[src/hw/rtl/ftach_pkg.sv]
`default_nettype none
package ftach_pkg;

  localparam int TIME_W    = 32;
  localparam int RPM_W     = 15;
  localparam int CFG_W     = 16;
  localparam int CFG_IDX_W = 1;
  localparam int STEP_W    = $clog2(RPM_W + 1);

  typedef logic [TIME_W-1:0]    time_t;
  typedef logic [RPM_W-1:0]     rpm_t;
  typedef logic [CFG_W-1:0]     cfg_data_t;
  typedef logic [CFG_IDX_W-1:0] cfg_idx_t;
  typedef logic [STEP_W-1:0]    step_t;

  localparam cfg_idx_t  CFG_DEBOUNCE = 1'b0;
  localparam cfg_idx_t  CFG_STUCK    = 1'b1;

  localparam cfg_data_t DEBOUNCE_RESET = 16'd0;
  localparam cfg_data_t STUCK_RESET    = 16'd500;

  // Two pulses per revolution: (60000 / p) / 2 equals 30000 / p.
  localparam int   MS_PER_MINUTE  = 60000;
  localparam int   PULSES_PER_REV = 2;
  localparam rpm_t RPM_DIVIDEND   = RPM_W'(MS_PER_MINUTE / PULSES_PER_REV);
  localparam step_t DIV_STEPS     = STEP_W'(RPM_W);

endpackage
`default_nettype wire

[src/hw/rtl/ftach_if.sv]
`default_nettype none
interface ftach_in_if;
  import ftach_pkg::*;

  logic  valid;
  logic  ready;
  logic  cmd;
  time_t now_ms;

  modport source (output valid, output cmd, output now_ms, input ready);
  modport sink (input valid, input cmd, input now_ms, output ready);
endinterface

interface ftach_out_if;
  import ftach_pkg::*;

  logic valid;
  logic ready;
  rpm_t rpm;

  modport source (output valid, output rpm, input ready);
  modport sink (input valid, input rpm, output ready);
endinterface
`default_nettype wire

[src/hw/rtl/ftach_div.sv]
`default_nettype none
module ftach_div (
  input  wire logic           clk,
  input  wire logic           rst,
  input  wire logic           start,
  input  wire ftach_pkg::rpm_t divisor,
  output logic                done,
  output ftach_pkg::rpm_t     quotient
);
  import ftach_pkg::*;

  logic          busy;
  step_t         count;
  rpm_t          dividend;
  rpm_t          rem;
  rpm_t          dvs;
  logic [RPM_W:0] trial;
  logic [RPM_W:0] diff;
  logic           fits;

  // Restoring division, one quotient bit per cycle, dividend bits enter MSB first.
  assign trial = {rem, dividend[RPM_W-1]};
  assign diff  = trial - {1'b0, dvs};
  assign fits  = trial >= {1'b0, dvs};

  always_ff @(posedge clk) begin
    if (rst) begin
      busy  <= 1'b0;
      done  <= 1'b0;
      count <= '0;
    end else begin
      done <= 1'b0;
      if (start) begin
        busy  <= 1'b1;
        count <= DIV_STEPS;
      end else if (busy) begin
        count <= count - step_t'(1);
        if (count == step_t'(1)) begin
          busy <= 1'b0;
          done <= 1'b1;
        end
      end
    end
  end

  always_ff @(posedge clk) begin
    if (start) begin
      dividend <= RPM_DIVIDEND;
      rem      <= '0;
      quotient <= '0;
      dvs      <= divisor;
    end else if (busy) begin
      dividend <= {dividend[RPM_W-2:0], 1'b0};
      rem      <= fits ? diff[RPM_W-1:0] : trial[RPM_W-1:0];
      quotient <= {quotient[RPM_W-2:0], fits};
    end
  end
endmodule
`default_nettype wire

[src/hw/rtl/fan_tach_rpm_meter.sv]
// Fan tachometer that reports fan speed in RPM.
// Input channel tach_in carries cmd (1 = tach pulse edge, 0 = query) and
// now_ms, the free-running millisecond time. Every transfer on tach_in gives
// exactly one transfer on rpm_out carrying rpm.
// A pulse is taken when more than debounce_ms has passed since the last
// accepted pulse; on each transfer the period between the last two pulses is
// divided into 30000 by a bit-serial restoring divider, one quotient bit per cycle.
// The result is 0 instead when no pulse was taken yet, when stuck_ms has passed
// since the last pulse, or when the period is 0 or above 30000.
// One item is in work at a time: it passes the DEB, EVAL and PER states, the
// divider when a division runs, and the DONE state, and tach_in is ready
// again only once its result is in the output register.
// The result sits in an output register, so a new item is taken while the
// previous result waits; when the receiver stalls longer, a finished result
// waits inside the block and tach_in stays not ready.
// The user must write registers through cfg_we, cfg_index and cfg_data only while idle; the block does not enforce it.
// Reset clears both pulse times, sets debounce_ms to 0 and stuck_ms to 500.
`default_nettype none
module fan_tach_rpm_meter (
  input  wire logic                clk,
  input  wire logic                rst,
  ftach_in_if.sink                 tach_in,
  ftach_out_if.source              rpm_out,
  input  wire logic                cfg_we,
  input  wire ftach_pkg::cfg_idx_t cfg_index,
  input  wire ftach_pkg::cfg_data_t cfg_data
);
  import ftach_pkg::*;

  localparam logic [2:0] ST_IDLE = 3'd0;
  localparam logic [2:0] ST_DEB  = 3'd1;
  localparam logic [2:0] ST_EVAL = 3'd2;
  localparam logic [2:0] ST_PER  = 3'd3;
  localparam logic [2:0] ST_DIV  = 3'd4;
  localparam logic [2:0] ST_DONE = 3'd5;

  logic [2:0] state;
  logic [2:0] state_next;
  cfg_data_t  debounce_ms;
  cfg_data_t  stuck_ms;
  time_t      older;
  time_t      newer;
  logic       cmd;
  time_t      now_ms;
  logic       stopped;
  rpm_t       result;
  logic       out_valid;
  rpm_t       out_rpm;
  time_t      elapsed;
  time_t      period;
  logic       too_long;
  logic       div_start;
  logic       div_done;
  rpm_t       quotient;
  logic       out_load;

  assign elapsed  = now_ms - newer;
  assign period   = newer - older;
  assign too_long = period > time_t'(RPM_DIVIDEND);
  assign out_load = (state == ST_DONE) && (!out_valid || rpm_out.ready);
  assign div_start = (state == ST_PER) && !stopped && (period != '0) && !too_long;

  assign tach_in.ready = (state == ST_IDLE);
  assign rpm_out.valid = out_valid;
  assign rpm_out.rpm   = out_rpm;

  ftach_div u_div (
    .clk      (clk),
    .rst      (rst),
    .start    (div_start),
    .divisor  (period[RPM_W-1:0]),
    .done     (div_done),
    .quotient (quotient)
  );

  always_comb begin
    state_next = state;
    case (state)
      ST_IDLE: if (tach_in.valid) state_next = ST_DEB;
      ST_DEB:  state_next = ST_EVAL;
      ST_EVAL: state_next = ST_PER;
      ST_PER:  state_next = div_start ? ST_DIV : ST_DONE;
      ST_DIV:  if (div_done) state_next = ST_DONE;
      ST_DONE: if (out_load) state_next = ST_IDLE;
      default: state_next = ST_IDLE;
    endcase
  end

  always_ff @(posedge clk) begin
    if (rst) begin
      state       <= ST_IDLE;
      debounce_ms <= DEBOUNCE_RESET;
      stuck_ms    <= STUCK_RESET;
      older       <= '0;
      newer       <= '0;
      out_valid   <= 1'b0;
    end else begin
      state <= state_next;
      if (cfg_we) begin
        case (cfg_index)
          CFG_DEBOUNCE: debounce_ms <= cfg_data;
          CFG_STUCK:    stuck_ms    <= cfg_data;
          default:      ;
        endcase
      end
      if (state == ST_DEB && cmd && elapsed > time_t'(debounce_ms)) begin
        older <= newer;
        newer <= now_ms;
      end
      if (out_load) begin
        out_valid <= 1'b1;
      end else if (rpm_out.ready) begin
        out_valid <= 1'b0;
      end
    end
  end

  always_ff @(posedge clk) begin
    if (state == ST_IDLE && tach_in.valid) begin
      cmd    <= tach_in.cmd;
      now_ms <= tach_in.now_ms;
    end
    if (state == ST_EVAL) begin
      stopped <= (newer == '0) || (elapsed >= time_t'(stuck_ms));
    end
    if (state == ST_PER) begin
      result <= '0;
    end else if (state == ST_DIV && div_done) begin
      result <= quotient;
    end
    if (out_load) begin
      out_rpm <= result;
    end
  end
endmodule
`default_nettype wire
[src/flat_wrapper.sv]
// flat-port wrapper written by rule: the top's interface ports become plain ports
module fan_tach_rpm_meter_flat import ftach_pkg::*;
  (clk, rst, cfg_we, cfg_index, cfg_data, tach_in_valid, tach_in_cmd, tach_in_now_ms, tach_in_ready, rpm_out_valid, rpm_out_rpm, rpm_out_ready);
  ftach_in_if tach_in_i ();
  ftach_out_if rpm_out_i ();
  input  wire logic clk;
  input  wire logic rst;
  input  wire logic cfg_we;
  input  wire ftach_pkg::cfg_idx_t cfg_index;
  input  wire ftach_pkg::cfg_data_t cfg_data;
  input wire logic [$bits(tach_in_i.valid)-1:0] tach_in_valid;
  input wire logic [$bits(tach_in_i.cmd)-1:0] tach_in_cmd;
  input wire logic [$bits(tach_in_i.now_ms)-1:0] tach_in_now_ms;
  output wire logic [$bits(tach_in_i.ready)-1:0] tach_in_ready;
  output wire logic [$bits(rpm_out_i.valid)-1:0] rpm_out_valid;
  output wire logic [$bits(rpm_out_i.rpm)-1:0] rpm_out_rpm;
  input wire logic [$bits(rpm_out_i.ready)-1:0] rpm_out_ready;
  assign tach_in_i.valid = tach_in_valid;
  assign tach_in_i.cmd = tach_in_cmd;
  assign tach_in_i.now_ms = tach_in_now_ms;
  assign tach_in_ready = tach_in_i.ready;
  assign rpm_out_valid = rpm_out_i.valid;
  assign rpm_out_rpm = rpm_out_i.rpm;
  assign rpm_out_i.ready = rpm_out_ready;
  fan_tach_rpm_meter u_core (.clk(clk), .rst(rst), .tach_in(tach_in_i), .rpm_out(rpm_out_i), .cfg_we(cfg_we), .cfg_index(cfg_index), .cfg_data(cfg_data));
endmodule
[config.mk]
export PLATFORM = sky130hd
export DESIGN_NAME = fan_tach_rpm_meter_flat
export DESIGN_NICKNAME = d
export VERILOG_FILES = /design/src/hw/rtl/ftach_pkg.sv /design/src/hw/rtl/ftach_if.sv /design/src/hw/rtl/ftach_div.sv /design/src/hw/rtl/fan_tach_rpm_meter.sv /design/src/flat_wrapper.sv
export SDC_FILE = /design/constraint.sdc
export NUM_CORES = 1
export LEC_CHECK = 0
export BUFFER_PORTS_ARGS = -buffer_cell sky130_fd_sc_hd__buf_2
export CAP_MARGIN = 30
export CORE_UTILIZATION = 47
export CTS_BUF_LIST = sky130_fd_sc_hd__clkbuf_8 sky130_fd_sc_hd__clkbuf_16
export DETAILED_ROUTE_END_ITERATION = 8
export GPL_TIMING_DRIVEN = 0
export PLACE_DENSITY = 0.66
export SLEW_MARGIN = 10
export SYNTH_ARGS = -nofsm -noshare
export SYNTH_HDL_FRONTEND = slang
export SYNTH_HIERARCHICAL = 1
export SYNTH_SLANG_ARGS = --single-unit
[constraint.sdc]
create_clock -name clk -period 5.7 [get_ports clk]
set_input_delay 1.14 -clock clk [delete_from_list [all_inputs] [get_ports clk]]
set_output_delay 1.14 -clock clk [all_outputs]
set_load 0.005 [all_outputs]
## Word level (Yosys, flattened, before mapping)

Index checks and enable logic that the tools add are counted.

| cells by class | value |
|---|---|
| add/subtract/negate cells | 4 |
| order comparisons | 4 |
| equal/unequal tests | 9 |
| muxes and demuxes | 14 |
| bitwise operators | 2 |
| reductions and logical operators | 22 |

Operators by type and width:

| kind | count |
|---|---|
| subtractor 32 bit | 2 |
| greater-or-equal comparator 32 x 16 -> 1 bit | 1 |
| greater-than comparator 32 x 15 -> 1 bit (second input constant) | 1 |
| greater-than comparator 32 x 16 -> 1 bit | 1 |
| zero test 32 bit | 1 |
| nonzero test 32 bit | 1 |
| case mux 3 bit (6 select lines) | 1 |
| greater-or-equal comparator 16 x 15 -> 1 bit | 1 |
| two-way mux 15 bit | 1 |
| subtractor 15 bit | 1 |
| two-way mux 3 bit | 3 |
| logical AND 1 bit | 8 |
| two-way mux 4 bit | 2 |
| two-way mux 1 bit | 7 |
| == test 3 x 2 -> 1 bit (second input constant) | 2 |
| == test 3 bit (second input constant) | 2 |
| == test 4 x 1 -> 1 bit (second input constant) | 1 |
| != test 2 bit (second input constant) | 2 |
| AND reduction 2 bit | 2 |
| nonzero test 2 bit | 2 |
| subtractor 4 x 1 -> 4 bit (second input constant) | 1 |
| == test 3 x 1 -> 1 bit (second input constant) | 1 |
| zero test 1 bit | 3 |
| zero test 3 bit | 1 |
| other kinds (5) | 7 |

| word-level totals | value |
|---|---|
| register bits after elaboration | 226 |
| input port bits | 55 |
| output and inout bits | 17 |

## Longest topological paths before layout

Gate-level depths: netlist of the first run.

| depth | value |
|---|---|
| depth in word-level cells | 6 |
| gate-level depth with buffers | 22 |
| depth with buffers taken out | 19 |

## Modules after synthesis

Netlist of the first run, hierarchy kept.

By module, submodules not included:

| module | instances | cells each | area each (um^2) |
|---|---|---|---|
| fan_tach_rpm_meter | 1 | 1,611 | 12,602.1 |
| ftach_div | 1 | 333 | 3,220.6 |

## Least setup slack after synthesis of the first run

OpenSTA, ideal clock, no wires.

| path | value |
|---|---|
| path kind | register to register |
| start | reg u_core.older[1] |
| end | reg u_core.u_div.rem[9] |
| setup time | 0.116 ns |
| arrival | 5.506 ns |
| path slack | 0.078 ns |
| stages on the path, launching flop included | 16 |
| clock period less this slack | 5.622 ns |
| cells stage by stage | dfxtp_1 > inv_1 > ha_1 > nor2b_1 > o2111ai_1 > a21oi_1 > o31a_1 > or3_1 > a22oi_1 > o21ai_1 > or4_1 > nor4_1 > inv_1 > and3_1 > a41o_1 > a31o_2 |

| between the ends | value |
|---|---|
| word-level cells in the longest chain between the ends | 4 |
| elaborated cells on any way between the ends | 6 |
| those cells by class | add/sub: 1; order compare: 1; reduce/logical: 4 |

Ends and longest elaborated chain:

| element | RTL line | RTL |
|---|---|---|
| from (decl) | fan_tach_rpm_meter.sv:41 | `time_t older;` |
| from (signal assigned) | fan_tach_rpm_meter.sv:107 | `older <= newer;` |
| subtractor 32 bit * | fan_tach_rpm_meter.sv:58 | `assign period = newer - older;` |
| greater-than comparator 32 x 15 -> 1 bit / nonzero test 32 bit (equally long branches) | fan_tach_rpm_meter.sv:59, fan_tach_rpm_meter.sv:61 |  |
| zero test 1 bit / logical AND 1 bit (equally long branches) | fan_tach_rpm_meter.sv:61 | `assign div_start = (state == ST_PER) && !stopped && (period != '0) && !too_long;` |
| logical AND 1 bit * | fan_tach_rpm_meter.sv:61 |  |
| via u_core.div_start | fan_tach_rpm_meter.sv:52 | `logic div_start;` |
| to (signal assigned) | ftach_div.sv:54 | `rem <= fits ? diff[RPM_W-1:0] : trial[RPM_W-1:0];` |
| to (decl) | ftach_div.sv:15 | `rpm_t rem;` |

The timed path passes the listed nets; every way through them passes the cells marked *.
A chain may end at the register's enable or synchronous reset.

## Worst setup path after layout of the first run

| path | value |
|---|---|
| start | reg u_core.newer[0] |
| end | reg u_core.newer[24] |

| between the ends | value |
|---|---|
| word-level cells in the longest chain between the ends | 3 |

Ends and longest elaborated chain:

| element | RTL line | RTL |
|---|---|---|
| from (decl) | fan_tach_rpm_meter.sv:42 | `time_t newer;` |
| from (signal assigned) | fan_tach_rpm_meter.sv:108 | `newer <= now_ms;` |
| subtractor 32 bit | fan_tach_rpm_meter.sv:57 | `assign elapsed = now_ms - newer;` |
| greater-than comparator 32 x 16 -> 1 bit | fan_tach_rpm_meter.sv:106 | `if (state == ST_DEB && cmd && elapsed > time_t'(debounce_ms)) begin` |
| logical AND 1 bit | fan_tach_rpm_meter.sv:106 |  |

No other way between the ends.

==> results of run 1 <==
[worst max-delay path: cells and delay by family (launching register included)]
kind	cells	cell delay [ps]
simple gates	4	670
buf+inv	4	1230
fa+ha+maj	3	970
xor+xnor	1	190
compound gates	9	1590
flops	1	460
[stage by stage]
step	hold slack (ps)	cells	setup WS, ps
2_1_floorplan	408	1944	77.6
3_3_place_gp	413	2457	-1560
3_5_place_dp	413	2462	399
4_1_cts	429	2508	388
5_1_grt	442	2508	86.3
6_report	427	2508	480
[cells in the mapped netlist (all sizes together) (8+ instances only)]
master	count	area [µm²]
xnor2	26	228
edfxtp	64	1920
nand3	27	135
a21oi	170	870
xor2	19	166
mux2i	37	370
a2bb2oi	32	280
a31oi	11	83.8
dfxtp	162	3240
buf	36	246
or3	10	62.6
clkbuf	99	372
nand2b	14	87.6
a21o	33	248
nand2	266	998
nor4	17	113
nor3	27	145
o21ai	63	323
o21a	22	173
ha	111	1390
and3	48	305
o311ai	66	578
o31ai	68	510
a211oi	17	153
nand4	29	181
and2	8	50.1
nor2b	16	100
nor2	161	604
o211ai	26	210
inv	135	507
a311oi	8	108
[where the power goes]
part / switching, mW / leakage (nW) / total [mW] / internal [mW]
logic: 4.76 / 4.64 / 7.37 / 2.62
registers: 0.232 / 1.89 / 2.17 / 1.94
clock network: 0.680 / 0.435 / 1.65 / 0.971
total: 5.67 / 6.97 / 11.2 / 5.53
[how the worst max path moves through the flow]
| stage | from | end | slack [ps] |
|---|---|---|---|
| 2_1_floorplan | u_core/older[1] | u_core/u_div/rem[9] | 80 |
| 3_3_place_gp | u_core/older[1] | u_core/u_div/rem[9] | -1560 |
| 3_5_place_dp | u_core/older[1] | u_core/u_div/rem[2] | 400 |
| 6_report | u_core/newer[0] | u_core/newer[24] | 480 |
| 4_1_cts | u_core/older[1] | u_core/u_div/busy | 390 |
| 5_1_grt | u_core/older[1] | u_core/u_div/quotient[11] | 90 |
[registers in the layout (all words and copies together) (netlist names)]
name	cells
u_core/cmd	1
u_core/debounce_ms	16
u_core/newer	32
u_core/now_ms	32
u_core/older	32
u_core/result	15
u_core/rpm_out.rpm	15
u_core/rpm_out.valid	1
u_core/state	3
u_core/stopped	1
u_core/stuck_ms	16
u_core/u_div/busy	1
u_core/u_div/count	4
u_core/u_div/dividend	11
u_core/u_div/done	1
u_core/u_div/dvs	15
u_core/u_div/quotient	15
u_core/u_div/rem	15
[final cells by class]
class                   count  area (µm²)  share of cell area [%]
plain buffers             135         621                    3.52
clock inverters            20         196                    1.11
well taps                 442         553                    3.14
flip-flops and latches    226        5160                    29.3
inverters                 135         507                    2.87
repair buffers             76         404                    2.29
clock buffers              26         651                    3.69
multi-input cells        1448        9540                    54.1
[metal layers]
layer  GRT usage, %  part of all wire [%]  routed length, µm  vias to the layer above
li1               -                     -                  -                     7344
met5              0                     0                  0                        -
met2           44.3                    47              20700                      460
met3           2.68                   5.4               2400                       81
met1           34.4                    45              19800                     7041
met4           6.61                   2.4               1040                        0
[kinds of logic after synthesis]
| kind of cell | after synthesis | synth area share (%) |
|---|---|---|
| AND/OR/NAND/NOR | 657 | 19.4 |
| AO/OA/AOI/OAI | 593 | 26.8 |
| multiplexers | 39 | 2.48 |
| adder cells (fa/ha/maj) | 114 | 9.16 |
| XOR/XNOR | 45 | 2.49 |
| flip-flops | 226 | 32.6 |
| buffers and inverters | 270 | 7.11 |
[repair_timing]
action,in CTS,in global routing
hold buffers,0,0
setup buffers,0,0
gates resized for setup,0,2
setup endpoints to repair,0,7
==> impl_metrics.json, run 1 <==
{
  "tightest_slew_ps": 836,
  "cts_root_buf": "clkbuf_16",
  "path_clk_slew_ps": 60,
  "core_area_um2": 32900,
  "crit_type": "flip-flop to flip-flop",
  "grt_pass1_wl_um": 71800,
  "synth_area_um2": 15800,
  "synthCells": 1944,
  "rsz0062_at_grt": "no",
  "synth_flop_cell": "dfxtp_1",
  "wire_per_inst_um": 17.6,
  "synth_edf_count": 64,
  "slowest_stage": "dfxtp_1",
  "yosys_warnings": 6,
  "antenna_found_initial": 0,
  "final_cell_mix": "266 x nand2_1, 167 x a21oi_1, 162 x dfxtp_1",
  "fillers": 3182,
  "die_x_um": 185,
  "vias": 14900,
  "crit_top_cell": "a21oi_1",
  "wirelength_um": 44000,
  "ys_seq_elements": 226,
  "required_ps": 6130,
  "ir_drop_mv": 0.263,
  "synthArstFlopShare_pct": 0,
  "detail-route-antenna-nets": 0,
  "p_per_area_nw_per_um2": 635,
  "final_common_cell": "nand2_1",
  "htree_num_levels": 1,
  "rows": 66,
  "numCtsBuffers": 25,
  "hp-class": "flip-flop to flip-flop",
  "skew_ps": 11.5,
  "crit_arrival_ps": 5650,
  "fin_setup_tns_ps": 0,
  "synth.distinct_cells": 94,
  "diodes": 0,
  "dpl-instance-area_um2": 16800,
  "hold_viol": 0,
  "synth.avg_cell_area_um2": 8.14,
  "drc_errors": 0,
  "ioPinCount": 72,
  "period_share_pct": 91.6,
  "reg2reg_depth": 21,
  "gp_congestion": 0.922,
  "drtIter0Drc": 1046,
  "max-cap-violations": 0,
  "fin_util_pct": 53.7,
  "crit_chain": "ha_1 -> inv_1 -> fa_1 -> a211oi_2 -> o21ai_1 -> and3b_1 -> a21oi_1 -> nand2_1 -> xor2_1 -> ha_1 -> nand4_1 -> nor2_1 -> o21ai_0 -> a21oi_1 -> a211o_1 -> o31a_1 -> clkbuf_1 -> clkbuf_2 -> clkbuf_1 -> a21oi_1 -> o311ai_1",
  "drt-pass1-iter-count": 6,
  "clock-sinks": 226,
  "r2r_setup_slack_ps": 480,
  "worstHoldStart": "u_core/result[13]",
  "setup.worst_path.start_class": "flip-flop",
  "io_buffers": 71,
  "min_to": "u_core/rpm_out.rpm[13]",
  "synth_fp_nets": 2113,
  "cts_buffer_depth": 3,
  "grt_pass1_vias": 14300,
  "slew_viol_final": 0,
  "dpl.hpwl_um": 34400,
  "vias_per_cell": 5.95,
  "dieArea_um2": 34400,
  "fmax_mhz": 192,
  "r2r_start": "u_core/newer[0]",
  "post-route-min-period_ps": 5220,
  "die_y_um": 185,
  "clock_latency_ps": 540,
  "grt_use_total_pct": 25.8,
  "cts_tree": "done",
  "r2r_end": "u_core/newer[24]",
  "cp_slowest_stage_delay_ps": 460,
  "grt_start_max_net_pins": 31,
  "critical_path.max_fanout": 10,
  "initial_core_util_pct": 48.1,
  "drive_above_1_share_pct": 9.20,
  "p_leak_nw": 6.97,
  "area_delta_synth_final_pct": 11.5,
  "end_kind": "flip-flop",
  "fin_area_um2": 17600,
  "overflow": 0,
  "run_status": "completed",
  "power_mw": 11.2,
  "fin_nets": 2216,
  "setup_viol": 0,
  "relSlewSlack_pct": 42.8,
  "min_path_cells": 0,
  "ys_seq_area_share_pct": 32.6
}
(Power assumes the default switching activity.)
==> run 2: changes to the inputs <==
--- a/config.mk
+++ b/config.mk
@@ -5,12 +5,11 @@
 export SDC_FILE = /design/constraint.sdc
 export NUM_CORES = 1
 export LEC_CHECK = 0
-export BUFFER_PORTS_ARGS = -buffer_cell sky130_fd_sc_hd__buf_2
+export BUFFER_PORTS_ARGS = -buffer_cell sky130_fd_sc_hd__buf_4
 export CAP_MARGIN = 30
 export CORE_UTILIZATION = 47
-export CTS_BUF_LIST = sky130_fd_sc_hd__clkbuf_8 sky130_fd_sc_hd__clkbuf_16
+export CTS_BUF_LIST = sky130_fd_sc_hd__clkbuf_4
 export DETAILED_ROUTE_END_ITERATION = 8
-export GPL_TIMING_DRIVEN = 0
 export PLACE_DENSITY = 0.66
 export SLEW_MARGIN = 10
 export SYNTH_ARGS = -nofsm -noshare
==> run 2 against run 1 <==
Effect of this change:
- design area shrank 1.8%
- count of clock-buffer cells in the layout grew 63
- combinational power shrank 2%
- clock skew grew 45 ps
- hold slack lost 1.5 ps
- critical path depth shrank 2
- sequential power is essentially flat
- sequential share of layout area grew 0.53 points
- via count shrank 1.8%
- flip-flop and latch count is the same
- register-to-register slack gained 680 ps
- worst setup slack gained 680 ps
- largest cell class unchanged
==> impl_metrics.json, run 2 (synthesis results as in run 1) <==
{
  "endpoint": "u_core/newer[27]",
  "fmax_mhz": 220,
  "drt-pass1-iter-count": 5,
  "clock-sinks": 226,
  "p_clk_share_pct": 13.8,
  "die_y_um": 185,
  "setup.worst_path.start_class": "flip-flop",
  "reg2reg_depth": 19,
  "numCtsBuffers": 66,
  "initial_core_util_pct": 48.1,
  "end_kind": "flip-flop",
  "run_status": "completed",
  "final_cell_mix": "266 x nand2_1, 167 x a21oi_1, 161 x nor2_1, 161 x dfxtp_1, 134 x inv_1",
  "fin_setup_tns_ps": 0,
  "max-cap-violations": 0,
  "gp_congestion": 0.906,
  "rows": 66,
  "grt_start_max_net_pins": 96,
  "tightest_slew_ps": 955,
  "cts_buffer_depth": 3,
  "die_x_um": 185,
  "path_buf_inv": 3,
  "wire_per_inst_um": 17.3,
  "r2r_setup_slack_ps": 1160,
  "drc_errors": 0,
  "largestRegisters": "u_core/newer: 32 flops, u_core/now_ms: 32 flops, u_core/older: 32 flops",
  "cts_root_buf": "clkbuf_4",
  "vias": 14700,
  "r2r_start": "u_core/now_ms[0]",
  "grt_use_total_pct": 24.8,
  "detail-route-antenna-nets": 0,
  "setup_viol": 0,
  "crit_arrival_ps": 5060,
  "htree_num_levels": 3,
  "crit_type": "flip-flop to flip-flop",
  "cp_slowest_stage_delay_ps": 710,
  "power_switching_share_pct": 50.9,
  "grt_pass1_vias": 13900,
  "cts_setup_buffers": 0,
  "hold_viol": 0,
  "cts_tree": "done",
  "crit_chain": "inv_1 -> ha_1 -> inv_1 -> fa_1 -> a211oi_2 -> o21ai_1 -> and3b_1 -> a21oi_1 -> nand2_1 -> xor2_1 -> ha_1 -> nand4_1 -> nor2_1 -> o21ai_0 -> a21oi_1 -> a211o_1 -> o31a_2 -> buf_12 -> o311ai_1",
  "p_leak_nw": 6.90,
  "slew_viol_final": 0,
  "combPwrFrac_pct": 66.4,
  "crit_family": "compound AO/OA/AOI/OAI gates",
  "path_clk_slew_ps": 80,
  "required_ps": 6220,
  "holdWs_ps": 426,
  "grt_pass1_wl_um": 69300,
  "r2r_end": "u_core/newer[27]",
  "core_area_um2": 32900,
  "ctsHoldBuffers": 0,
  "io_buffers": 71,
  "vias_per_cell": 5.96,
  "internal_power_mw": 5.36,
  "rsz0062_at_grt": "no",
  "ir_drop_mv": 0.371,
  "p_per_area_nw_per_um2": 630,
  "antenna_found_initial": 2,
  "area_delta_synth_final_pct": 9.50,
  "period_share_pct": 79.6,
  "ioPinCount": 72,
  "overflow": 0,
  "critical_path.max_fanout": 39,
  "min_path_cells": 0,
  "p_seq_share_pct": 19.9,
  "hp-class": "flip-flop to flip-flop",
  "drive_above_1_share_pct": 11.8,
  "p_sw_mw": 5.57,
  "skew_ps": 56.5,
  "cts_repair_resize_count": 0,
  "wirelength_um": 42500,
  "path_depth": 19,
  "final_common_cell": "nand2_1",
  "dpl.hpwl_um": 30100,
  "worstSetupStartpoint": "u_core/now_ms[0]",
  "drtIter0Drc": 1131,
  "clock_latency_ps": 710,
  "dieArea_um2": 34400,
  "fin_nets": 2138,
  "post-route-min-period_ps": 4540,
  "slowest_stage": "o31a_2",
  "relSlewSlack_pct": 36.3
}
## run 2: per-stage QoR
| step | util (%) | power [mW] | area [µm²] | worst slack [ps] | instances |
|---|---|---|---|---|---|
| CTS | 52.7 | 10.8 | 17300 | 1150 | 2457 |
| floorplan | - | 7.55 | 15800 | 77.6 | 1944 |
| finish | 52.7 | 10.9 | 17300 | 1160 | 2460 |
| detailed placement | 50.2 | 9.27 | 16500 | 1170 | 2342 |
| global placement | 50.1 | 9.17 | 16500 | 1250 | 2337 |
| global route | 52.7 | 11.8 | 17300 | 815 | 2459 |
## run 2: routing by layer
metal	vias to the layer above	global-route usage (%)	share of wire, %
li1	7227	-	-
met1	6911	32.2	45
met2	434	40.5	46
met3	81	4.32	5.4
met4	0	10.0	2.8
met5	-	0	0
## run 2: worst min-delay path by stage
stage / startpoint / end / slack (ps)
after floorplan: u_core/result[0] / u_core/rpm_out.rpm[0] / 410
final: u_core/result[12] / u_core/rpm_out.rpm[12] / 430
after global placement: u_core/result[9] / u_core/rpm_out.rpm[9] / 410
after detailed placement: u_core/result[5] / u_core/rpm_out.rpm[5] / 420
after global routing: u_core/result[5] / u_core/rpm_out.rpm[5] / 450
after CTS: u_core/result[12] / u_core/rpm_out.rpm[12] / 430
## run 2: layout make-up
class / count / area, µm²
fill: 3199 / 15500
multi-input combinational: 1448 / 9550
sequential: 226 / 5170
timing repair buffer: 92 / 733
clock buffer: 89 / 668
tap: 442 / 553
inverter: 135 / 507
clock inverter: 26 / 140
antenna: 2 / 5.00
## run 2: power by group through the flow
stage / Clock (mW) / Combinational [mW] / Sequential (mW)
5_1_grt: 1.65 / 7.96 / 2.19
4_1_cts: 1.55 / 7.12 / 2.17
3_5_place_dp: 0 / 7.07 / 2.20
6_report: 1.50 / 7.25 / 2.17
3_3_place_gp: 0 / 6.97 / 2.20
2_1_floorplan: 0 / 5.47 / 2.08
==> run 3: changes to the inputs <==
--- a/config.mk
+++ b/config.mk
@@ -5,12 +5,12 @@
 export SDC_FILE = /design/constraint.sdc
 export NUM_CORES = 1
 export LEC_CHECK = 0
+export ABC_AREA = 1
 export BUFFER_PORTS_ARGS = -buffer_cell sky130_fd_sc_hd__buf_4
 export CAP_MARGIN = 30
 export CORE_UTILIZATION = 47
 export CTS_BUF_LIST = sky130_fd_sc_hd__clkbuf_4
 export DETAILED_ROUTE_END_ITERATION = 8
-export PLACE_DENSITY = 0.66
 export SLEW_MARGIN = 10
 export SYNTH_ARGS = -nofsm -noshare
 export SYNTH_HDL_FRONTEND = slang
==> constraint.sdc (replaced) <==
create_clock -name clk -period 4.6 [get_ports clk]
set_input_delay 0.92 -clock clk [delete_from_list [all_inputs] [get_ports clk]]
set_output_delay 0.92 -clock clk [all_outputs]
set_load 0.005 [all_outputs]
==> run 3 against run 2 <==
Effect of this change:
- core utilization increased by 0.49 points
- via count decreased by 2.7%
- register-to-register slack got worse by 770 ps
- non-clock buffer count decreased by 7
- flip-flop and latch count unchanged
- die area decreased by 3.7%
- synthesized area decreased by 3.7%
- first-iteration DRC count decreased by 17%
- count of clock-buffer cells in the layout decreased by 9
- clock skew decreased by 9.2 ps
- synthesized cell count increased by 16%
- largest cell class unchanged
==> impl_metrics.json, run 3 <==
{
  "synthCells": 2258,
  "rsz0062_at_grt": "no",
  "required_ps": 5240,
  "setup.worst_path.start_class": "flip-flop",
  "overflow": 0,
  "io_buffers": 71,
  "synth_area_um2": 15200,
  "core_area_um2": 31700,
  "cts_repair_resize_count": 0,
  "critical_path.max_fanout": 128,
  "p_leak_nw": 8.47,
  "synth_fp_nets": 2427,
  "fin_nets": 2515,
  "hold_viol": 0,
  "dpl.hpwl_um": 30100,
  "worstHoldStart": "tach_in_now_ms[0]",
  "crit_type": "flip-flop to flip-flop",
  "synth_flop_cell": "dfxtp_1",
  "grt_start_max_net_pins": 129,
  "synth.distinct_cells": 51,
  "htree_num_levels": 2,
  "yosys-top-cells-area": "dfxtp_1 21%, nand2_1 14%, edfxtp_1 13%",
  "synthArstFlopShare_pct": 0,
  "synthTopCellsByCount": "587 x nand2_1, 401 x inv_1, 210 x nor2_1",
  "yosys_warnings": 6,
  "wirelength_um": 39200,
  "grt_pass1_wl_um": 65300,
  "crit_arrival_ps": 4850,
  "vias_per_cell": 5.09,
  "drive_above_1_share_pct": 9.05,
  "dieArea_um2": 33100,
  "antenna_found_initial": 1,
  "period_share_pct": 91.4,
  "r2r_start": "u_core/newer[11]",
  "seqCellArea_um2": 5160,
  "run_status": "completed",
  "end_kind": "flip-flop",
  "fin_area_um2": 16900,
  "cts_buffer_depth": 3,
  "synth.most_common_cell": "nand2_1",
  "synth_largest_area_cell": "dfxtp_1",
  "crit_chain": "inv_1 -> ha_1 -> a21oi_1 -> a21boi_1 -> nand3_1 -> xor2_1 -> ha_1 -> nand2_1 -> nor2_1 -> nand4_1 -> a31oi_1 -> a211oi_1 -> o211ai_4 -> buf_12 -> nand3_1 -> nand2_1 -> nor2_1",
  "p_per_area_nw_per_um2": 434,
  "multiInputGateArea_um2": 8230,
  "cp_slowest_stage_delay_ps": 430,
  "cts_tree": "done",
  "ir_drop_mv": 0.252,
  "skew_ps": 47.3,
  "cts_root_buf": "clkbuf_4",
  "wire_per_inst_um": 14.0,
  "drt-pass1-iter-count": 5,
  "rows": 65,
  "place_ws_ps": 523,
  "clock_latency_ps": 780,
  "fin_setup_tns_ps": 0,
  "ioPinCount": 72,
  "final_cell_mix": "587 x nand2_1, 401 x inv_1, 209 x nor2_1",
  "slowest_stage": "buf_12",
  "max-cap-violations": 0,
  "fillers": 3290,
  "path_clk_slew_ps": 70,
  "area_delta_synth_final_pct": 10.8,
  "detail-route-antenna-nets": 0,
  "final_common_cell": "nand2_1",
  "fmax_mhz": 238,
  "ctsHoldBuffers": 0,
  "numCtsBuffers": 61,
  "slew_viol_final": 0,
  "die_y_um": 182,
  "tightest_slew_ps": 867,
  "grt_pass1_vias": 13800,
  "initial_core_util_pct": 48.0,
  "synth_top_area_share_pct": 21.3,
  "cts_setup_buffers": 0,
  "ys_seq_elements": 226,
  "relSlewSlack_pct": 42.1,
  "worstSetupStartpoint": "u_core/newer[11]",
  "setup_viol": 0,
  "ys_seq_area_share_pct": 33.9,
  "clock-sinks": 226,
  "post-route-min-period_ps": 4200,
  "vias": 14300,
  "synth.avg_cell_area_um2": 6.75,
  "die_x_um": 182,
  "timing.final.ws_setup_ps": 396,
  "drc_errors": 0,
  "synth_edf_count": 64,
  "grt_use_total_pct": 24.3,
  "holdWs_ps": 309,
  "hp-class": "input port to flip-flop",
  "dpl-instance-area_um2": 16100,
  "drtIter0Drc": 942,
  "largestRegisters": "u_core/newer: 32 flops, u_core/now_ms: 32 flops, u_core/older: 32 flops",
  "gp_congestion": 0.984
}
-- run 3: final timing paths --
| check | to | slack, ps | depth (start not counted) |
|---|---|---|---|
| setup reg to reg | u_core/older[31] | 400 | 17 |
| setup / recovery | u_core/older[31] | 400 | 17 |
| hold reg to reg | u_core/rpm_out.rpm[2] | 440 | 0 |
| hold / removal | u_core/now_ms[0] | 310 | 1 |
-- run 3: layout make-up --
type                    count  area share [%]
multi-input cells        1567            48.8
diodes                      2          0.0297
flip-flops and latches    226            30.6
repair buffers             85            4.00
well taps                 402            2.98
inverters                 405            9.01
clock inverters            35            1.04
clock buffers              80            3.56
-- run 3: worst max-delay path, delay by kind of cell (launching register included) --
family,cells,cell delay [ps]
AOI/OAI and AO/OA,5,1220
and+or+nand+nor,7,940
adders and majority gates,2,670
buffers and inverters,2,520
DFF,1,390
xor gates and xnor gates,1,250
-- run 3: cells by family after synthesis --
family / Yosys count / synth area share (%)
buffers and inverters: 465 / 12.2
flip-flops: 226 / 33.9
AO/OA/AOI/OAI: 316 / 11.4
adder cells (fa/ha/maj): 114 / 9.51
XOR/XNOR: 28 / 1.61
AND/OR/NAND/NOR: 1109 / 31.4
-- run 3: metal layers --
metal / track usage [%] / vias to the layer above / part of all wire (%)
met5: 0 / - / 0
met4: 13.9 / 0 / 4.6
met3: 3.39 / 109 / 3.7
met2: 41.0 / 336 / 47
met1: 29.5 / 6311 / 45
li1: - / 7501 / -
-- run 3: per-stage QoR --
step | instances | utilization, % | power, mW
finish | 2802 | 53.2 | 7.33
global route | 2802 | 53.2 | 8.00
CTS | 2798 | 53.1 | 7.38
detailed placement | 2683 | 50.7 | 5.56
global placement | 2682 | 50.6 | 5.52
floorplan | 2258 | - | 4.73
-- run 3: where the power goes --
part / switching (mW) / internal (mW) / total, mW
clock network: 0.889 / 0.882 / 1.77
registers: 0.0921 / 2.21 / 2.31
logic: 2.17 / 1.08 / 3.25
